### src/sv/svs_pkg.sv
// ----------------------------------------------------------------------------
// svs_pkg: shared types and constants of the viscosity switch update
// Payload layout, register indexes and reset values, and the record that
// travels down the divider cell chain.
// ----------------------------------------------------------------------------
package svs_pkg;

  localparam int unsigned DATA_W    = 32;
  localparam int unsigned QUO_W     = 32;
  localparam int unsigned CFG_IDX_W = 3;

  // Widths of the wide intermediates: numerator below 2^129, divisor below 2^97.
  localparam int unsigned NUM_W = 129;
  localparam int unsigned DEN_W = 97;

  localparam logic [CFG_IDX_W-1:0] CFG_TIME_STEP      = 3'd0;
  localparam logic [CFG_IDX_W-1:0] CFG_DECAY_CONSTANT = 3'd1;
  localparam logic [CFG_IDX_W-1:0] CFG_COEFF_FLOOR    = 3'd2;
  localparam logic [CFG_IDX_W-1:0] CFG_COEFF_CEILING  = 3'd3;

  localparam logic [DATA_W-1:0] RST_TIME_STEP      = 32'd0;
  localparam logic [DATA_W-1:0] RST_DECAY_CONSTANT = 32'd6554;
  localparam logic [DATA_W-1:0] RST_COEFF_FLOOR    = 32'd6554;
  localparam logic [DATA_W-1:0] RST_COEFF_CEILING  = 32'd65536;

  typedef struct packed {
    logic [DATA_W-1:0]        sound_speed;
    logic [DATA_W-1:0]        smoothing_length;
    logic [DATA_W-1:0]        old_coeff;
    logic signed [DATA_W-1:0] velocity_divergence;
  } in_t;

  // One division in progress: partial remainder, divisor, quotient bits so far.
  typedef struct packed {
    logic [NUM_W-1:0] rem;
    logic [DEN_W-1:0] den;
    logic [QUO_W-1:0] quo;
    logic             sat;
  } div_t;

endpackage

### src/sv/svs_div_cell.sv
// ----------------------------------------------------------------------------
// svs_div_cell: one restoring division step
// Compares the remainder with the divisor shifted to the top quotient bit,
// subtracts when it fits, shifts the remainder left and appends the bit.
// ----------------------------------------------------------------------------
module svs_div_cell import svs_pkg::*; (
  input  logic clk_i,
  input  logic rst_ni,
  input  logic en_i,
  input  logic valid_i,
  input  div_t div_i,
  output logic valid_o,
  output div_t div_o
);

  logic             valid_q;
  div_t             div_q, div_d;
  logic [NUM_W-1:0] dsh;
  logic [NUM_W-1:0] diff;
  logic [NUM_W-1:0] kept;
  logic             ge;

  // The remainder stays below den * 2^32, so den * 2^31 is the step divisor.
  assign dsh  = {1'b0, div_i.den, 31'b0};
  assign ge   = div_i.rem >= dsh;
  assign diff = div_i.rem - dsh;
  assign kept = ge ? diff : div_i.rem;

  always_comb begin
    div_d     = div_i;
    div_d.rem = {kept[NUM_W-2:0], 1'b0};
    div_d.quo = {div_i.quo[QUO_W-2:0], ge};
  end

  always_ff @(posedge clk_i or negedge rst_ni) begin
    if (!rst_ni) begin
      valid_q <= 1'b0;
    end else if (en_i) begin
      valid_q <= valid_i;
    end
  end

  always_ff @(posedge clk_i) begin
    if (en_i) begin
      div_q <= div_d;
    end
  end

  assign valid_o = valid_q;
  assign div_o   = div_q;

endmodule

### config.mk
export PLATFORM = sky130hd
export DESIGN_NAME = svs_div_cell
export DESIGN_NICKNAME = d
export VERILOG_FILES = /design/src/sv/svs_pkg.sv /design/src/sv/svs_div_cell.sv
export SDC_FILE = /design/constraint.sdc
export NUM_CORES = 1
export LEC_CHECK = 0
export BUFFER_PORTS_ARGS = -buffer_cell sky130_fd_sc_hd__buf_4
export CAP_MARGIN = 25
export CORE_MARGIN = 3
export CORE_UTILIZATION = 39
export CTS_CLUSTER_DIAMETER = 50
export DETAILED_ROUTE_END_ITERATION = 8
export REMOVE_ABC_BUFFERS = 1
export SYNTH_ARGS = -nofsm -noshare
export SYNTH_HDL_FRONTEND = slang
export SYNTH_SLANG_ARGS = --single-unit
### constraint.sdc
create_clock -name clk_i -period 0.9 [get_ports clk_i]
set_input_delay 0.18 -clock clk_i [delete_from_list [all_inputs] [get_ports clk_i]]
set_output_delay 0.18 -clock clk_i [all_outputs]
set_load 0.01 [all_outputs]
==> impl_metrics.tcl <==
set metrics [dict create \
    multi_input_area_sq_um 7580 \
    p_sw_share_pct 30.5 \
    grt_pass1_wl_microns 98200 \
    worstSetupEndpointType "flop" \
    io_buffers 520 \
    setup_viol 357 \
    drive_gt1_share_pct 47.7 \
    critPathMaxStageDelay_ns 0.53 \
    die_h_microns 204 \
    grtUsageTotal_pct 30.3 \
    die_x_microns 204 \
    ys_warn_count 0 \
    synth_seq_cells 259 \
    io_pins 523 \
    final_max_slew_viol_count 0 \
    p_seq_share_pct 33.3 \
    p_clk_share_pct 32.3 \
    wl_microns 71500 \
    placed_cells 2966 \
    crit_top_cell "clkbuf_16" \
    violations "negative setup slack" \
    synth_ff_type "edfxtp_1" \
    die_area_sq_um 41400 \
    routabilityCongestion 0.931 \
    fin_skew_ns 0 \
    leakage_nw 13.5 \
    synth_edf_count 258 \
    power_mw 47.3 \
    nFillCells 2377 \
    yosysUniqueCellTypes 68 \
    worstSetupStartpointType "input pin" \
    fin_area_sq_um 29900 \
    whs_ns 0.0327 \
    cap_violations 0 \
    grt_max_degree 27 \
    fin_cells 3320 \
    crit_type "in -> reg" \
    slew_headroom_pct 53.5 \
    drcViolationCount 0 \
    crit_arrival_ns 3.52 \
    antenna_found_initial 4 \
    rsz0062_at_grt "true" \
    grt-ovfl-total 0 \
    required_ns 1.29 \
    synth_seq_area_share_pct 51.0 \
    outcome "finished, violations left" \
    grt_pass1_vias 17400 \
    avgSynthCellArea_sq_um 10.3 \
    p_switching_mw 14.4 \
    fin_util_pct 78.3 \
    finalHoldViolations 0 \
    drt-initial-drc-count 1280 \
    finalCritPeriodShare_pct 348 \
    period_minus_slack_ns 3.13 \
    hpwl_microns 48800 \
    clock.fmax_mhz 320 \
    setup_ws_ns -2.23 \
    critPathMaxFanout 5 \
    area_growth_pct 96.1 \
    nets 3136 \
    htree_levels 2 \
    viasPerCell 5.23 \
    tightest_slew_ns 0.691 \
    p_int_mw 32.9 \
    firstDrtPassIters 5 \
    wl_per_cell_microns 21.5 \
    worst_path_max_delay_cell "or4_4" \
    p_per_area_nw_per_um2 1580 \
    core_sq_um 38100 \
    vdd_drop_max_mv 1.50 \
    regArea_sq_um 7770 \
    postRouteAntennaNets 0 \
    syn_inst 1485 \
    cts_buffers 39 \
    clock-sinks 259 \
    clk_pin_slew_ns 0.06 \
    cp_cell_sequence "buf_4, ha_4, and4_4, nand2_2, or4_4, or3_4, buf_6, a21oi_4, nor3_4, a21oi_2, a41oi_2, o21ba_4, inv_8, buf_12, clkbuf_16, clkbuf_16, nor2_1, nor3_1" \
    cts_tree "done" \
    placed_area_sq_um 23500 \
    hold_class "in -> reg" \
    num_vias 17400 \
    rows 71 \
    clk_path_buf_depth 3 \
    synth.cell_area_sq_um 15200 \
    async_flop_share_pct 0.386 \
    cts-root-buf "clkbuf_16" \
    initial_core_util_pct 40.0 \
    p_comb_share_pct 34.4 \
    clk_latency_ns 0.56 \
]
[registers in the layout (all words and copies together), names as in the netlist]
name and count:
div_o 258, valid_o 1
[routing by layer]
| metal | part of all wire, % | global-route usage (%) | vias up |
|---|---|---|---|
| li1 | - | - | 8068 |
| met1 | 38 | 36.6 | 8381 |
| met2 | 52 | 55.1 | 744 |
| met3 | 6.2 | 4.96 | 158 |
| met4 | 3.7 | 9.46 | 0 |
| met5 | 0 | 0 | - |
[final cells by class]
class	instances	share of cell area, %
clock inverters	24	0.838
inverters	127	1.69
repair buffers	1310	40.4
flip-flops and latches	259	26.0
well taps	511	2.14
diodes	4	0.0335
multi-input cells	1038	25.4
clock buffers	47	3.44
[worst max-delay path: cells and delay by family]
family                     cells  cell delay [ns]
AOI/OAI and AO/OA              4             0.78
buffers and inverters          6             0.77
adders and majority gates      1             0.27
and+or+nand+nor                7             1.50
[timing repair]
item	4_1_cts	5_1_grt
hold endpoints to repair	229	2
endpoints found under the setup margin	357	357
resized for setup	245	287
setup buffers	7	28
hold buffers	230	2
pin swaps	28	41
gates cloned	1	12
[stage by stage]
step / TNS, ns / setup WS (ns)
after floorplan: -357.33 / -3.87
after global placement: -318.70 / -3.23
after detailed placement: -325.92 / -3.27
after CTS: -299.00 / -2.10
after global routing: -319.97 / -2.30
final: -303.94 / -2.23
[synthesized netlist by cell type (2+ instances only)]
cell type,count,area share [%]
o31ai_1,5,0.25
a21oi_2,2,0.12
nand2_1,82,2.0
or3_1,5,0.21
a2111oi_0,3,0.17
nand2b_1,12,0.49
clkbuf_1,34,0.84
nor3_1,22,0.72
or4_1,2,0.099
o21a_1,14,0.69
o311ai_0,2,0.12
a221o_1,4,0.26
and4_1,3,0.17
a211o_1,2,0.12
or2_2,2,0.082
xnor2_1,54,3.1
nor3b_1,2,0.099
nor4_1,18,0.74
o211a_1,4,0.26
a21o_1,50,2.5
o2111ai_1,2,0.12
nand3_1,20,0.66
o21ai_1,2,0.066
o21bai_1,23,1.1
and3_1,5,0.21
nor2_1,159,3.9
a221oi_1,6,0.35
o41ai_1,2,0.12
o211ai_1,7,0.35
edfxtp_1,258,51
nor2b_1,7,0.29
xor2_1,36,2.1
nand3b_1,2,0.099
nand4_1,44,1.8
buf_4,11,0.54
and2_1,3,0.12
o21ai_0,71,2.3
a21boi_0,4,0.20
ha_1,97,8.0
a211oi_1,8,0.39
mux2_2,9,0.67
a31oi_1,11,0.45
inv_1,126,3.1
a21oi_1,211,6.9
buf_2,16,0.53
[worst paths after layout]
kind / start / endpoint / slack, ns / cells past startpoint
min reg2reg: valid_o / valid_o / 0.53 / 1
min in group asynchronous: rst_ni / valid_o / 0.50 / 3
max: div_i[211] / div_o[202] / -2.23 / 18
min: div_i[206] / div_o[207] / 0.03 / 3
max reg2reg: valid_o / valid_o / 0.15 / 1
max in group asynchronous: rst_ni / valid_o / 0.30 / 3
[power groups by stage]
stage / registers [mW] / logic (mW) / clock network (mW)
CTS: 15.6 / 14.3 / 15.3
global route: 15.8 / 17.2 / 16.0
floorplan: 16.2 / 4.42 / 0
detailed placement: 15.6 / 12.6 / 0
global placement: 15.6 / 12.5 / 0
finish: 15.8 / 16.3 / 15.3
[cell families after synthesis]
kind of cell / count (synthesis) / synth area share [%]
compound gates: 445 / 17.8
xor+xnor: 90 / 5.18
fa+ha+maj: 98 / 8.10
buf+inv: 188 / 5.04
flops: 259 / 51.0
mux: 10 / 0.740
other cells: 1 / 0.0246
simple gates: 394 / 12.1
[placed cells by master, fill, tap and decap left out, types with 15 or more instances in the layout]
cell             n
a21o_1          50
a21oi_1        131
a21oi_2         79
buf_12          26
buf_4          757
buf_6          268
buf_8           15
clkbuf_16       51
dlygate4sd3_1  232
edfxtp_1       258
ha_1            82
ha_4            15
inv_1          117
nand2_1         82
nand3_1         20
nand4_1         44
nor2_1         116
nor2_2          34
nor3_1          20
o21ai_0         65
o21bai_1        23
xnor2_1         54
xor2_1          36
(Power assumes the default switching activity.)
